### src/design/aes_pkg.sv
// Package for the AES-128 ECB/CBC engine: types, codes, S-box tables and
// round helper functions. Depends on nothing.
package aes_pkg;

    localparam int Rounds = 10;
    localparam int RkAw   = 4;

    typedef enum logic [1:0] {
        MODE_ECB_ENC = 2'd0,
        MODE_ECB_DEC = 2'd1,
        MODE_CBC_ENC = 2'd2,
        MODE_CBC_DEC = 2'd3
    } mode_t;

    typedef enum logic [2:0] {
        CFG_MODE   = 3'd0,
        CFG_KEY_HI = 3'd1,
        CFG_KEY_LO = 3'd2,
        CFG_IV_HI  = 3'd3,
        CFG_IV_LO  = 3'd4
    } cfg_idx_t;

    // Controller to datapath commands
    typedef struct packed {
        logic            key_start;  // load key into schedule register
        logic            key_step;   // advance schedule one round, store key
        logic            blk_load;   // capture input beat
        logic            whiten;     // xor state with the whitening key
        logic            round_en;   // run one cipher round
        logic            last_round; // round without (inv)mix columns
        logic            finish;     // form result, update chain
        logic [RkAw-1:0] rk_addr;    // round key read address
    } aes_cmd_t;

    localparam logic [7:0] SBOX [256] = '{
    8'h63,8'h7c,8'h77,8'h7b,8'hf2,8'h6b,8'h6f,8'hc5,8'h30,8'h01,8'h67,8'h2b,8'hfe,8'hd7,8'hab,8'h76,
    8'hca,8'h82,8'hc9,8'h7d,8'hfa,8'h59,8'h47,8'hf0,8'had,8'hd4,8'ha2,8'haf,8'h9c,8'ha4,8'h72,8'hc0,
    8'hb7,8'hfd,8'h93,8'h26,8'h36,8'h3f,8'hf7,8'hcc,8'h34,8'ha5,8'he5,8'hf1,8'h71,8'hd8,8'h31,8'h15,
    8'h04,8'hc7,8'h23,8'hc3,8'h18,8'h96,8'h05,8'h9a,8'h07,8'h12,8'h80,8'he2,8'heb,8'h27,8'hb2,8'h75,
    8'h09,8'h83,8'h2c,8'h1a,8'h1b,8'h6e,8'h5a,8'ha0,8'h52,8'h3b,8'hd6,8'hb3,8'h29,8'he3,8'h2f,8'h84,
    8'h53,8'hd1,8'h00,8'hed,8'h20,8'hfc,8'hb1,8'h5b,8'h6a,8'hcb,8'hbe,8'h39,8'h4a,8'h4c,8'h58,8'hcf,
    8'hd0,8'hef,8'haa,8'hfb,8'h43,8'h4d,8'h33,8'h85,8'h45,8'hf9,8'h02,8'h7f,8'h50,8'h3c,8'h9f,8'ha8,
    8'h51,8'ha3,8'h40,8'h8f,8'h92,8'h9d,8'h38,8'hf5,8'hbc,8'hb6,8'hda,8'h21,8'h10,8'hff,8'hf3,8'hd2,
    8'hcd,8'h0c,8'h13,8'hec,8'h5f,8'h97,8'h44,8'h17,8'hc4,8'ha7,8'h7e,8'h3d,8'h64,8'h5d,8'h19,8'h73,
    8'h60,8'h81,8'h4f,8'hdc,8'h22,8'h2a,8'h90,8'h88,8'h46,8'hee,8'hb8,8'h14,8'hde,8'h5e,8'h0b,8'hdb,
    8'he0,8'h32,8'h3a,8'h0a,8'h49,8'h06,8'h24,8'h5c,8'hc2,8'hd3,8'hac,8'h62,8'h91,8'h95,8'he4,8'h79,
    8'he7,8'hc8,8'h37,8'h6d,8'h8d,8'hd5,8'h4e,8'ha9,8'h6c,8'h56,8'hf4,8'hea,8'h65,8'h7a,8'hae,8'h08,
    8'hba,8'h78,8'h25,8'h2e,8'h1c,8'ha6,8'hb4,8'hc6,8'he8,8'hdd,8'h74,8'h1f,8'h4b,8'hbd,8'h8b,8'h8a,
    8'h70,8'h3e,8'hb5,8'h66,8'h48,8'h03,8'hf6,8'h0e,8'h61,8'h35,8'h57,8'hb9,8'h86,8'hc1,8'h1d,8'h9e,
    8'he1,8'hf8,8'h98,8'h11,8'h69,8'hd9,8'h8e,8'h94,8'h9b,8'h1e,8'h87,8'he9,8'hce,8'h55,8'h28,8'hdf,
    8'h8c,8'ha1,8'h89,8'h0d,8'hbf,8'he6,8'h42,8'h68,8'h41,8'h99,8'h2d,8'h0f,8'hb0,8'h54,8'hbb,8'h16
    };

    localparam logic [7:0] INV_SBOX [256] = '{
    8'h52,8'h09,8'h6a,8'hd5,8'h30,8'h36,8'ha5,8'h38,8'hbf,8'h40,8'ha3,8'h9e,8'h81,8'hf3,8'hd7,8'hfb,
    8'h7c,8'he3,8'h39,8'h82,8'h9b,8'h2f,8'hff,8'h87,8'h34,8'h8e,8'h43,8'h44,8'hc4,8'hde,8'he9,8'hcb,
    8'h54,8'h7b,8'h94,8'h32,8'ha6,8'hc2,8'h23,8'h3d,8'hee,8'h4c,8'h95,8'h0b,8'h42,8'hfa,8'hc3,8'h4e,
    8'h08,8'h2e,8'ha1,8'h66,8'h28,8'hd9,8'h24,8'hb2,8'h76,8'h5b,8'ha2,8'h49,8'h6d,8'h8b,8'hd1,8'h25,
    8'h72,8'hf8,8'hf6,8'h64,8'h86,8'h68,8'h98,8'h16,8'hd4,8'ha4,8'h5c,8'hcc,8'h5d,8'h65,8'hb6,8'h92,
    8'h6c,8'h70,8'h48,8'h50,8'hfd,8'hed,8'hb9,8'hda,8'h5e,8'h15,8'h46,8'h57,8'ha7,8'h8d,8'h9d,8'h84,
    8'h90,8'hd8,8'hab,8'h00,8'h8c,8'hbc,8'hd3,8'h0a,8'hf7,8'he4,8'h58,8'h05,8'hb8,8'hb3,8'h45,8'h06,
    8'hd0,8'h2c,8'h1e,8'h8f,8'hca,8'h3f,8'h0f,8'h02,8'hc1,8'haf,8'hbd,8'h03,8'h01,8'h13,8'h8a,8'h6b,
    8'h3a,8'h91,8'h11,8'h41,8'h4f,8'h67,8'hdc,8'hea,8'h97,8'hf2,8'hcf,8'hce,8'hf0,8'hb4,8'he6,8'h73,
    8'h96,8'hac,8'h74,8'h22,8'he7,8'had,8'h35,8'h85,8'he2,8'hf9,8'h37,8'he8,8'h1c,8'h75,8'hdf,8'h6e,
    8'h47,8'hf1,8'h1a,8'h71,8'h1d,8'h29,8'hc5,8'h89,8'h6f,8'hb7,8'h62,8'h0e,8'haa,8'h18,8'hbe,8'h1b,
    8'hfc,8'h56,8'h3e,8'h4b,8'hc6,8'hd2,8'h79,8'h20,8'h9a,8'hdb,8'hc0,8'hfe,8'h78,8'hcd,8'h5a,8'hf4,
    8'h1f,8'hdd,8'ha8,8'h33,8'h88,8'h07,8'hc7,8'h31,8'hb1,8'h12,8'h10,8'h59,8'h27,8'h80,8'hec,8'h5f,
    8'h60,8'h51,8'h7f,8'ha9,8'h19,8'hb5,8'h4a,8'h0d,8'h2d,8'he5,8'h7a,8'h9f,8'h93,8'hc9,8'h9c,8'hef,
    8'ha0,8'he0,8'h3b,8'h4d,8'hae,8'h2a,8'hf5,8'hb0,8'hc8,8'heb,8'hbb,8'h3c,8'h83,8'h53,8'h99,8'h61,
    8'h17,8'h2b,8'h04,8'h7e,8'hba,8'h77,8'hd6,8'h26,8'he1,8'h69,8'h14,8'h63,8'h55,8'h21,8'h0c,8'h7d
    };

    function automatic logic [7:0] xtime(input logic [7:0] a);
        xtime = {a[6:0], 1'b0} ^ (a[7] ? 8'h1b : 8'h00);
    endfunction

    // Byte i of a 128-bit word, byte 0 most significant
    function automatic logic [7:0] byte_of(input logic [127:0] s, input int i);
        byte_of = s[127-8*i -: 8];
    endfunction

    // SubBytes, ShiftRows, optional MixColumns
    function automatic logic [127:0] enc_round(input logic [127:0] s, input logic mix);
        logic [127:0] t;
        logic [7:0]   a0, a1, a2, a3, x;
        t = '0;
        for (int c = 0; c < 4; c++) begin
            for (int i = 0; i < 4; i++) begin
                t[127-8*(i+4*c) -: 8] = SBOX[byte_of(s, i + 4*((c+i) & 3))];
            end
        end
        if (mix) begin
            for (int c = 0; c < 4; c++) begin
                a0 = byte_of(t, 4*c);   a1 = byte_of(t, 4*c+1);
                a2 = byte_of(t, 4*c+2); a3 = byte_of(t, 4*c+3);
                x  = a0 ^ a1 ^ a2 ^ a3;
                t[127-8*(4*c)   -: 8] = a0 ^ x ^ xtime(a0 ^ a1);
                t[127-8*(4*c+1) -: 8] = a1 ^ x ^ xtime(a1 ^ a2);
                t[127-8*(4*c+2) -: 8] = a2 ^ x ^ xtime(a2 ^ a3);
                t[127-8*(4*c+3) -: 8] = a3 ^ x ^ xtime(a3 ^ a0);
            end
        end
        enc_round = t;
    endfunction

    // InvShiftRows and InvSubBytes
    function automatic logic [127:0] inv_sub_shift(input logic [127:0] s);
        logic [127:0] t;
        t = '0;
        for (int c = 0; c < 4; c++) begin
            for (int i = 0; i < 4; i++) begin
                t[127-8*(i+4*((c+i) & 3)) -: 8] = INV_SBOX[byte_of(s, i+4*c)];
            end
        end
        inv_sub_shift = t;
    endfunction

    function automatic logic [127:0] inv_mix(input logic [127:0] s);
        logic [127:0] t;
        logic [7:0]   a0, a1, a2, a3, u, v;
        t = '0;
        for (int c = 0; c < 4; c++) begin
            a0 = byte_of(s, 4*c);   a1 = byte_of(s, 4*c+1);
            a2 = byte_of(s, 4*c+2); a3 = byte_of(s, 4*c+3);
            // Fold the inverse matrix into a forward mix of a preconditioned column
            u = xtime(xtime(a0 ^ a2));
            v = xtime(xtime(a1 ^ a3));
            a0 = a0 ^ u; a1 = a1 ^ v; a2 = a2 ^ u; a3 = a3 ^ v;
            u = a0 ^ a1 ^ a2 ^ a3;
            t[127-8*(4*c)   -: 8] = a0 ^ u ^ xtime(a0 ^ a1);
            t[127-8*(4*c+1) -: 8] = a1 ^ u ^ xtime(a1 ^ a2);
            t[127-8*(4*c+2) -: 8] = a2 ^ u ^ xtime(a2 ^ a3);
            t[127-8*(4*c+3) -: 8] = a3 ^ u ^ xtime(a3 ^ a0);
        end
        inv_mix = t;
    endfunction

    // One step of the key schedule
    function automatic logic [127:0] key_next(input logic [127:0] k, input logic [7:0] rcon);
        logic [31:0] w0, w1, w2, w3, t;
        w0 = k[127:96]; w1 = k[95:64]; w2 = k[63:32]; w3 = k[31:0];
        t  = {SBOX[w3[23:16]] ^ rcon, SBOX[w3[15:8]], SBOX[w3[7:0]], SBOX[w3[31:24]]};
        w0 = w0 ^ t; w1 = w1 ^ w0; w2 = w2 ^ w1; w3 = w3 ^ w2;
        key_next = {w0, w1, w2, w3};
    endfunction

endpackage

### src/design/aes_ctrl.sv
// Controller of the AES engine: key expansion sweep, round sequencing,
// handshakes. Depends on aes_pkg.
module aes_ctrl (
    input  logic              clk,
    input  logic              rst_n,
    input  logic              key_wr,
    input  logic [1:0]        mode,
    input  logic              in_valid,
    output logic              in_ready,
    output logic              out_valid,
    input  logic              out_ready,
    output aes_pkg::aes_cmd_t cmd
);
    import aes_pkg::*;

    typedef enum logic [3:0] {
        ST_KEY  = 4'b0001,
        ST_IDLE = 4'b0010,
        ST_WHT  = 4'b0100,
        ST_RND  = 4'b1000
    } state_t;

    state_t          state_reg, state_next;
    logic [RkAw-1:0] cnt_reg, cnt_next;
    logic            kpend_reg, kpend_next;
    logic            ovld_reg, ovld_next;
    logic            dec;
    logic            out_free;

    assign dec      = mode[0];
    assign out_free = !ovld_reg || out_ready;
    assign in_ready = (state_reg == ST_IDLE) && !kpend_reg && out_free;
    assign out_valid = ovld_reg;

    // Sequence: key sweep of 11 writes, whitening read, 10 rounds
    always_comb
    begin
        state_next = state_reg;
        cnt_next   = cnt_reg;
        kpend_next = kpend_reg || key_wr;
        ovld_next  = ovld_reg && !out_ready;
        cmd        = '0;
        cmd.rk_addr = dec ? RkAw'(Rounds) : '0;
        unique case (state_reg)
            ST_KEY:
            begin
                cmd.key_step = 1'b1;
                cnt_next = cnt_reg + 1'b1;
                if (cnt_reg == RkAw'(Rounds))
                begin
                    state_next = ST_IDLE;
                end
            end
            ST_IDLE:
            begin
                if (kpend_reg)
                begin
                    cmd.key_start = 1'b1;
                    kpend_next = key_wr;
                    cnt_next   = '0;
                    state_next = ST_KEY;
                end
                else if (in_valid && out_free)
                begin
                    cmd.blk_load = 1'b1;
                    state_next = ST_WHT;
                end
            end
            ST_WHT:
            begin
                // Whitening: xor state with the first key read during load
                cmd.whiten  = 1'b1;
                cmd.rk_addr = dec ? RkAw'(Rounds - 1) : RkAw'(1);
                cnt_next   = RkAw'(1);
                state_next = ST_RND;
            end
            ST_RND:
            begin
                cmd.round_en   = 1'b1;
                cmd.last_round = (cnt_reg == RkAw'(Rounds));
                cmd.rk_addr    = dec ? RkAw'(Rounds - 1) - cnt_reg : cnt_reg + 1'b1;
                cnt_next       = cnt_reg + 1'b1;
                if (cnt_reg == RkAw'(Rounds))
                begin
                    cmd.finish = 1'b1;
                    ovld_next  = 1'b1;
                    state_next = ST_IDLE;
                end
            end
            default:
            begin
                state_next = ST_IDLE;
            end
        endcase
    end

    always_ff @(posedge clk or negedge rst_n)
    begin
        if (!rst_n)
        begin
            state_reg <= ST_IDLE;
            cnt_reg   <= '0;
            kpend_reg <= 1'b1;
            ovld_reg  <= 1'b0;
        end
        else
        begin
            state_reg <= state_next;
            cnt_reg   <= cnt_next;
            kpend_reg <= kpend_next;
            ovld_reg  <= ovld_next;
        end
    end

    // Check state encoding and handshake rules
    a_state_onehot: assert property (@(posedge clk) disable iff (!rst_n)
        $onehot(state_reg));
    a_out_hold: assert property (@(posedge clk) disable iff (!rst_n)
        out_valid && !out_ready |=> out_valid);
    a_ready_idle: assert property (@(posedge clk) disable iff (!rst_n)
        in_ready |-> state_reg == ST_IDLE);
    a_load_accept: assert property (@(posedge clk) disable iff (!rst_n)
        cmd.blk_load |-> in_valid && in_ready);
    a_finish_free: assert property (@(posedge clk) disable iff (!rst_n)
        cmd.finish |-> !ovld_reg);
endmodule

### config.mk
export PLATFORM = sky130hd
export DESIGN_NAME = aes_ctrl
export DESIGN_NICKNAME = d
export VERILOG_FILES = /design/src/design/aes_pkg.sv /design/src/design/aes_ctrl.sv
export SDC_FILE = /design/constraint.sdc
export NUM_CORES = 1
export LEC_CHECK = 0
export BUFFER_PORTS_ARGS = -buffer_cell sky130_fd_sc_hd__buf_2
export CAP_MARGIN = 0
export CORE_MARGIN = 2
export CORE_UTILIZATION = 28
export DETAILED_ROUTE_END_ITERATION = 12
export PLACE_DENSITY_LB_ADDON = 0.1
export SYNTH_ARGS = -nofsm -noshare
export SYNTH_HDL_FRONTEND = slang
export SYNTH_SLANG_ARGS = --single-unit
### constraint.sdc
create_clock -name clk -period 3.4 [get_ports clk]
set_input_delay 0.85 -clock clk [delete_from_list [all_inputs] [get_ports clk]]
set_output_delay 0.85 -clock clk [all_outputs]
set_load 0.01 [all_outputs]
-- After elaboration in Yosys (flattened, before gate mapping)
Index checks and enable logic that the tools add are counted.
Widths: inputs -> output; s select.
- bitwise logic cells: 0
- add/sub/neg operators: 2
- muxes and demuxes: 23
- order comparisons: 0
- div/mod/pow operators: 0
- reduce and logical (&&, ||, !) cells: 13
- equal/unequal tests: 8
- multipliers: 0
- shift operators: 0
- operator list (cell ; count):
    $mux 4 ; 7
    $pmux 4 s3 ; 2
    $mux 1 ; 12
    $eq 4x4->1 const B ; 2
    $pmux 4 s2 ; 1
    $add 4x1->4 const B ; 1
    $eq 4x1->1 const B ; 1
    $eq 4x2->1 const B ; 1
    $eq 4x3->1 const B ; 1
    $logic_and 1x1->1 ; 4
    $reduce_and 2->1 ; 2
    $sub 4x4->4 const A ; 1
    $logic_not 1->1 ; 3
    $mux 3 ; 1
    $ne 3x2->1 const B ; 1
    $reduce_bool 3->1 ; 1
    $logic_or 1x1->1 ; 2
    $ne 2x1->1 const B ; 1
    $ne 2x2->1 const B ; 1
    $reduce_or 2->1 ; 1
- latch bits: 0
- word-level logic and storage cells: 50
- input bits: 7
- memory bits (writable): 0
- register bits: 10
- output and inout bits: 13
- ROM bits: 0
- memories kept: 0

-- Longest topological paths before layout
Gate-level depths: netlist of run 1.
- depth in word-level cells: 6
- gate-level depth with buffers: 6
- depth with buffers taken out: 5

-- Least setup slack after synthesis of run 1
OpenSTA, ideal clock, no wires.
- path kind: register to output
- from: register state_reg[1]
- to: output port cmd[5] (netlist name)
- slack: 1.011 ns
- cell stages (with the launch flop): 6
- buffers on the path: 3
- data required time: 2.550 ns
- data arrival time: 1.539 ns
- path through: dfstp_2 > buf_2 > or4_1 > clkbuf_1 > nor2_1 > buf_4
- RTL lines (what ; line ; text):
    start: declaration ; aes_ctrl.sv:23 ; state_t state_reg, state_next;
    start signal: assignment ; aes_ctrl.sv:108 ; state_reg <= state_next;
    end: declaration ; aes_ctrl.sv:12 ; output aes_pkg::aes_cmd_t cmd

==> results, run 1 <==
- During synthesis, Yosys emitted a total of 0 warnings.
- In this run the worst hold path is classified as input pin to async pin.
- The ratio of cells with drive above 1 in the final layout is 29.2%.
- The cell-internal power is around 0.34 mW.
- Traced cell by cell, the critical path runs through or4_1 > o211ai_1 > o31ai_1 > buf_2.
- The total buffers and inverters traversed by the critical path is 1.
- The number of DRC markers after the initial detailed-route iteration is 6.
- The total I/O pin count is 20.
- For the pin with the worst max-slew slack, the measured transition is ~0.7 ns.
- The synthesis-to-finish area growth is 17.5%.
- The starting density of the core is ~29%.
- The final layout contains routed wiring with a total length of approximately 1.5 mm.
- The clock period could shrink to 2.79 ns.
- The average cell area after synthesis is 8.84 µm².
- For this block, the via count after detailed routing is between 500 and 600.
- The delay contributed by the slowest stage of the critical path is 0.73 ns.
- The startpoint of the lowest-slack register-to-register path is state_reg[1].
- The floorplan has 18 rows.
- The type of the worst setup path is flop to output pin.
- Setup repair after global routing left no endpoint under its margin.
- The root cell of the clock tree is sky130_fd_sc_hd__clkbuf_4.
- Summing every instance area after synthesis gives roughly 700 µm².
- The gate count after technology mapping is 80.
- The number of optimization iterations in the first detailed-route pass is 4.
- The clock latency on the worst-skew pair is approximately 0.27 ns.
- The worst relative slew slack is between 50% and 60%.
- The portion of the post-synthesis area used by sequential elements is between 30% and 40%.
- The number of antenna diodes in the final layout is 0.
- In the layout the commonest cells are sky130_fd_sc_hd__buf_2, sky130_fd_sc_hd__inv_1, sky130_fd_sc_hd__dfrtp_1.
- STA puts the critical path data required time at 2.55 ns.
- Entering global routing, the biggest net connects 11 pins.
- The number of antenna violations at the first check in global routing is 0.
- The final critical path takes up about 80% of the cycle.
- The startpoint of the worst setup timing path is state_reg[0].
- The area of the multi-input gates is 380 µm².
- The worst-case IR drop observed on VDD is about 0.28 mV.
- In the routed design, unresolved DRC markers number 0.
- Of the total power, the share spent switching nets is roughly 40%.
- The register bit count reported by yosys is 10.
- The half-perimeter wire length of the detailed placement result is ~1.1 mm.
- The total power of the final layout is 0.572 mW.
- The overall die width is between 50 and 60 µm.
- The number of slew-limit violations in the final report is 0.
- The routability congestion estimate is between 0.7 and 0.8.
- Setup violations remaining at the end of the flow were counted as 0.
- Per report_power, the combinational group accounts for between 40 and 50% of the total.
- Synthesis produced a netlist with a net count of 91.
- For this design, the sink count on the clock tree is 10.
- The leading cell type in the layout, fill and taps excluded is sky130_fd_sc_hd__buf_2.
- The power share of the clock group is roughly a fifth.
- The clock transition at the register clock pins on the worst setup and hold paths after CTS is 0.07 ns.
- For this design the ratio of total power to cell area is about 700 nW/µm².
- The residual overflow from global routing is 0.
- Counting along the longest clock path gives a buffer depth of 2.
- Per report_power, the sequential group accounts for 36.4% of the total.
- The number of global-route vias before repair is 504.
- Before CTS, the worst setup slack after placement is 0.904 ns.
- The die footprint is approximately 3000 µm².
- The hold violation count in the final report was 0.
- The post-CTS setup repair buffer count is 0.
- The sequential cell area is ~250 µm².
- The total CTS buffers is 3.
- Measured along the y axis, the die boundary spans roughly 54 µm.
- Yosys mapped the design onto 33 distinct sky130hd cell types.
- In the routed layout, each cell is associated on average with a via count of 4.71.
- The library cell contributing the largest single delay on the critical path is sky130_fd_sc_hd__or4_1.
- The nature of the critical path endpoint is an output pin.
- The run finished with clean final reports.
- Post-CTS repair changed the size of 0 cells.
- For this design the total switching power over the nets is roughly 0.23 mW.
- After layout, the worst setup slack is a little over 0.6 ns.
- The first global-routing pass estimated between 2 and 2.5 mm of wire.
- The number of filler cells placed in the layout is 272.
- The detail route stage leaves a number of antenna-violating nets equal to 0.
- For this design, the CTS-stage hold fixing added 0 buffers.
- The highest net fanout along the worst path is 9.
- The clock tree skew after final layout is 0.00613 ns.
- The peak clock frequency supported by timing is 359 MHz.
- The startpoint type of the worst setup path is a flop.
- During placement, the flow inserted port buffers numbering 18.
- The final total negative setup slack is 0 ns.
- In the global route stage, overall resource usage came out at about an eighth.
- Data on the critical path arrives at its endpoint at ~1.9 ns.
- The max-capacitance violation count is 0.
- The final core utilization is between 30% and 40%.
- The TritonCTS clock tree is done.
- The core region is between 2000 and 2500 µm².
- The average wire per cell in the routed design is roughly 12 µm.
- The number of levels the H-tree was split into is 1.
- The cell leakage power is between 0.4 and 0.5 nW.
- The cell family contributing the most delay on the critical path is simple AND/OR/NAND/NOR gates.
- The number of nets in the layout is between 100 and 150.
stage by stage:
step | std cells | area, µm² | hold slack [ns]
after floorplan | 80 | 707 | 0.516
after global placement | 122 | 795 | 0.532
after detailed placement | 122 | 795 | 0.532
after CTS | 126 | 831 | 0.426
after global routing | 126 | 831 | 0.429
final | 126 | 831 | 0.428
power groups by stage:
stage	registers (mW)	logic (mW)	clock network [mW]
2_1_floorplan	0.184	0.222	0
3_3_place_gp	0.208	0.257	0
3_5_place_dp	0.210	0.257	0
4_1_cts	0.207	0.258	0.115
5_1_grt	0.212	0.296	0.122
6_report	0.208	0.255	0.109
Yosys cell counts:
| cell type | instances | share of area (%) |
|---|---|---|
| sky130_fd_sc_hd__inv_1 | 9 | 4.8 |
| sky130_fd_sc_hd__dfrtp_1 | 8 | 28 |
| sky130_fd_sc_hd__a21oi_1 | 5 | 3.5 |
| sky130_fd_sc_hd__nor2_1 | 5 | 2.7 |
| sky130_fd_sc_hd__ha_1 | 4 | 7.1 |
| sky130_fd_sc_hd__nor3_1 | 4 | 2.8 |
| sky130_fd_sc_hd__xnor2_1 | 4 | 5.0 |
| sky130_fd_sc_hd__nand2_1 | 3 | 1.6 |
| sky130_fd_sc_hd__nand3_1 | 3 | 2.1 |
| sky130_fd_sc_hd__o21ai_0 | 3 | 2.1 |
| sky130_fd_sc_hd__a21o_1 | 2 | 2.1 |
| sky130_fd_sc_hd__buf_2 | 2 | 1.4 |
| sky130_fd_sc_hd__buf_4 | 2 | 2.1 |
| sky130_fd_sc_hd__dfstp_2 | 2 | 7.4 |
| sky130_fd_sc_hd__o211ai_1 | 2 | 2.1 |
| sky130_fd_sc_hd__o21ai_1 | 2 | 1.4 |
| sky130_fd_sc_hd__o31ai_1 | 2 | 2.1 |
| sky130_fd_sc_hd__or3_1 | 2 | 1.8 |
| sky130_fd_sc_hd__xor2_1 | 2 | 2.5 |
| sky130_fd_sc_hd__a22oi_1 | 1 | 1.1 |
| sky130_fd_sc_hd__and2_1 | 1 | 0.89 |
| sky130_fd_sc_hd__buf_6 | 1 | 1.6 |
| sky130_fd_sc_hd__clkbuf_1 | 1 | 0.53 |
| sky130_fd_sc_hd__mux2_1 | 1 | 1.6 |
| sky130_fd_sc_hd__nand2_4 | 1 | 1.6 |
| sky130_fd_sc_hd__nand2b_1 | 1 | 0.89 |
| sky130_fd_sc_hd__nor4b_1 | 1 | 1.2 |
| sky130_fd_sc_hd__o21a_1 | 1 | 1.1 |
| sky130_fd_sc_hd__o22ai_1 | 1 | 0.89 |
| sky130_fd_sc_hd__or2_4 | 1 | 1.2 |
| sky130_fd_sc_hd__or4_1 | 1 | 1.1 |
| sky130_fd_sc_hd__or4b_2 | 1 | 1.4 |
| sky130_fd_sc_hd__or4b_4 | 1 | 1.9 |
cell type report:
type                       instances  area share (%)
clock buffer                       4            4.37
inverter                           9            4.07
multi-input combinational         55            45.8
sequential                        10            30.4
tap                               30            4.52
timing repair buffer              18            10.8
kinds of logic (layout without fill, tap and decap cells):
logic type / Yosys count / in the layout / share of synthesized area (%)
buffers and inverters: 15 / 31 / 10.4
AND/OR/NAND/NOR: 25 / 25 / 21.2
AO/OA/AOI/OAI: 19 / 19 / 16.5
multiplexers: 1 / 1 / 1.59
XOR/XNOR: 6 / 6 / 7.43
flip-flops: 10 / 10 / 35.8
adder cells (fa/ha/maj): 4 / 4 / 7.08
per-layer routing:
| layer | track usage [%] | wire length (µm) |
|---|---|---|
| met5 | 0 | 0 |
| met4 | 3.75 | 10 |
| met3 | 6.28 | 102 |
| met2 | 14.9 | 644 |
| met1 | 18.8 | 770 |
path summary, 6_finish.rpt:
check,end,slack (ns),cells after the start
max,cmd[1],0.61,4
min in group clk,kpend_reg,0.54,1
min reg2reg,kpend_reg,0.54,1
max in group asynchronous,kpend_reg,2.71,1
min,state_reg[2],0.43,1
max reg2reg,cnt_reg[0],1.50,4
No activity file was read; power rests on OpenSTA's default activity.
==> inputs of run 2 (changes only) <==
clock period = 2.6 ns   (was 3.4 ns; I/O delays follow)
==> results, run 2 (synthesis gave the netlist of run 1 again) <==
- The worst hold path class is input pin to async pin (unchanged).
- The clock latency on the worst-skew pair is 0.28 ns (was 0.27 ns).
- The fraction of the cycle the final worst path needs is 96.7%.
- The average wire per cell in the routed design is 12.2 µm (was 12.1 µm).
- The number of diodes is 0 (unchanged).
- The synthesis-to-finish area growth came to 18.6% (was 17.5%).
- The die footprint is 2940 µm² (unchanged).
- The arrival time at the worst endpoint is 1.86 ns (was 1.94 ns).
- The residual DRC count is 0 (unchanged).
- The hold violation count in the final report is 0 (unchanged).
- The startpoint type of the worst setup path is a flop (unchanged).
- The type of the worst setup path is flop to output pin (unchanged).
- The cell leakage power was 0.423 nW (was 0.422 nW).
- The areal power density over the cells is 905 nW/µm² (was 689 nW/µm²).
- The slew at the pin with the worst max-slew slack is 0.638 ns (was 0.681 ns).
- The overall routed net length came to 1.53 mm (about the same).
- The worst supply voltage drop on vdd is 0.412 mV (was 0.282 mV).
- The leading cell type in the layout, fill and taps excluded is sky130_fd_sc_hd__buf_2 (unchanged).
- The total CTS buffers is 3 (unchanged).
- The number of antenna violations at the first check in global routing is 0 (unchanged).
- The number of optimization iterations in the first detailed-route pass is 4 (unchanged).
- The total power of the final layout is 0.759 mW (was 0.572 mW).
- The starting density of the core is 29.1% (unchanged).
- The clock tree skew after final layout is 0.00709 ns (was 0.00613 ns).
- The largest net degree at the start of global routing was 11 (unchanged).
- The TritonCTS clock tree is done (unchanged).
- Timing would allow up to 398 MHz.
- Most frequent cells in the layout: sky130_fd_sc_hd__buf_2, sky130_fd_sc_hd__inv_1, sky130_fd_sc_hd__dfrtp_1 (unchanged).
- The clock transition at the register clock pins on the worst setup and hold paths after CTS came to 0.08 ns (was 0.07 ns).
- The number of non-filler instances in the completed layout came to 126 (unchanged).
- The total instance count after detailed placement was 122 (unchanged).
- The worst setup slack after placement is 0.314 ns (was 0.904 ns).
- The total number of vias is 608 (was 594).
- The ratio of cells with drive above 1 in the final layout is 32.3% (was 29.2%).
- The global router's overall resource usage was 12.6% (was 12.4%).
- The final worst slack was 0.0867 ns (was 0.611 ns).
- The half-perimeter wire length of the detailed placement result is 1.11 mm (about the same).
- The number of global-route vias before repair was 538 (was 504).
- The maximum buffer depth of the clock tree is 2 (unchanged).
- The number of filler cells placed in the layout came to 269 (was 272).
- The root cell of the clock tree is sky130_fd_sc_hd__clkbuf_4 (unchanged).
- Outcome: finished, final reports clean (unchanged).
- The highest net fanout along the worst path was 8 (was 9).
- Unrepaired setup endpoints after global routing: no (unchanged).
- The residual overflow from global routing came to 0 (unchanged).
- The number of slew-limit violations in the final report was 0 (unchanged).
- The height of the die came to 54.2 µm (unchanged).
- The total I/O pin count was 20 (unchanged).
- The number of DRC markers after the initial detailed-route iteration is 11 (was 6).
- The count of final setup violators was 0 (unchanged).
- The required time of the critical path is 1.95 ns (was 2.55 ns).
- The clock sink count was 10 (unchanged).
- The number of placement rows is 18 (unchanged).
- The minimum period implied by the final worst setup slack is around 2.5 ns.
- The nature of the critical path endpoint is an output pin (unchanged).
- The port buffer count is 18 (unchanged).
- The max-capacitance violation count is 0 (unchanged).
- The number of levels the H-tree was split into is 1 (unchanged).
- The overall die width is 54.2 µm (unchanged).
- The routed via count divided by cell count came to 4.83 (was 4.71).
- The count of nets left with antenna violations after detail routing is 0 (unchanged).
- The routability congestion estimate is 0.718 (about the same).
- The wire length of the first global-routing pass is 2.51 mm (was 2.49 mm).
- The floorplan core area is 2430 µm² (unchanged).
- The worst relative slew slack is 57.2% (was 54.3%).
- The final total negative setup slack is 0 ns (unchanged).
- The number of nets in the layout was 108 (unchanged).
[run 2: cell count changes in the layout (fill, tap and decap cells not counted)]
cell                      change
sky130_fd_sc_hd__dfrtp_1      -1
sky130_fd_sc_hd__dfrtp_2      +1
sky130_fd_sc_hd__nor2_1       -1
sky130_fd_sc_hd__nor2_2       +1
sky130_fd_sc_hd__or4_1        -1
sky130_fd_sc_hd__or4_4        +1
[run 2: what timing repair did]
action / in CTS / in global routing
hold endpoints to repair: 0 / 0
setup endpoints to repair: 1 / 2
hold buffers: 0 / 0
setup buffers: 0 / 0
resized for setup: 1 / 2
[run 2: final cells by class]
| type | instances | area, µm² | share of cell area [%] |
|---|---|---|---|
| flip-flops and latches | 10 | 254 | 30.3 |
| multi-input cells | 55 | 387 | 46.1 |
| inverters | 9 | 33.8 | 4.03 |
| clock buffers | 4 | 36.3 | 4.33 |
| repair buffers | 18 | 90.1 | 10.7 |
| well taps | 30 | 37.5 | 4.48 |
[run 2: power breakdown]
part           switching, mW  total (mW)  internal [mW]
logic                  0.177       0.337          0.161
clock network         0.0633       0.149         0.0853
registers             0.0656       0.273          0.207
total                  0.305       0.759          0.453
[run 2: layer usage]
layer | track usage [%] | up-vias | wire length (µm)
li1 | - | 306 | -
met1 | 17.7 | 277 | 744
met2 | 16.3 | 20 | 647
met3 | 3.55 | 5 | 97
met4 | 8.75 | 0 | 44
met5 | 0 | - | 0
[run 2: final timing paths]
| path | startpoint | endpoint | slack (ns) | cells after the start |
|---|---|---|---|---|
| setup / recovery | state_reg[0] | cmd[1] | 0.09 | 4 |
| hold / removal | rst_n | state_reg[2] | 0.22 | 1 |
| setup reg to reg | state_reg[1] | cnt_reg[0] | 0.67 | 4 |
| hold reg to reg | kpend_reg | kpend_reg | 0.56 | 1 |
| max in group asynchronous | rst_n | kpend_reg | 2.12 | 1 |
| min in group clk | kpend_reg | kpend_reg | 0.56 | 1 |
[run 2: critical path: stages (launching register included)]
cell and delay [ns]:
sky130_fd_sc_hd__dfrtp_2 0.46, sky130_fd_sc_hd__or4b_2 0.76, sky130_fd_sc_hd__o211ai_1 0.13, sky130_fd_sc_hd__o31ai_1 0.09
sky130_fd_sc_hd__buf_2 0.14
[run 2: stage by stage]
step / utilization, % / hold slack, ns / instance area, µm²
6_report: 34.5 / 0.220 / 838
4_1_cts: 34.3 / 0.225 / 835
3_5_place_dp: 32.7 / 0.531 / 795
3_3_place_gp: 32.7 / 0.531 / 795
2_1_floorplan: - / 0.354 / 707
5_1_grt: 34.5 / 0.223 / 838
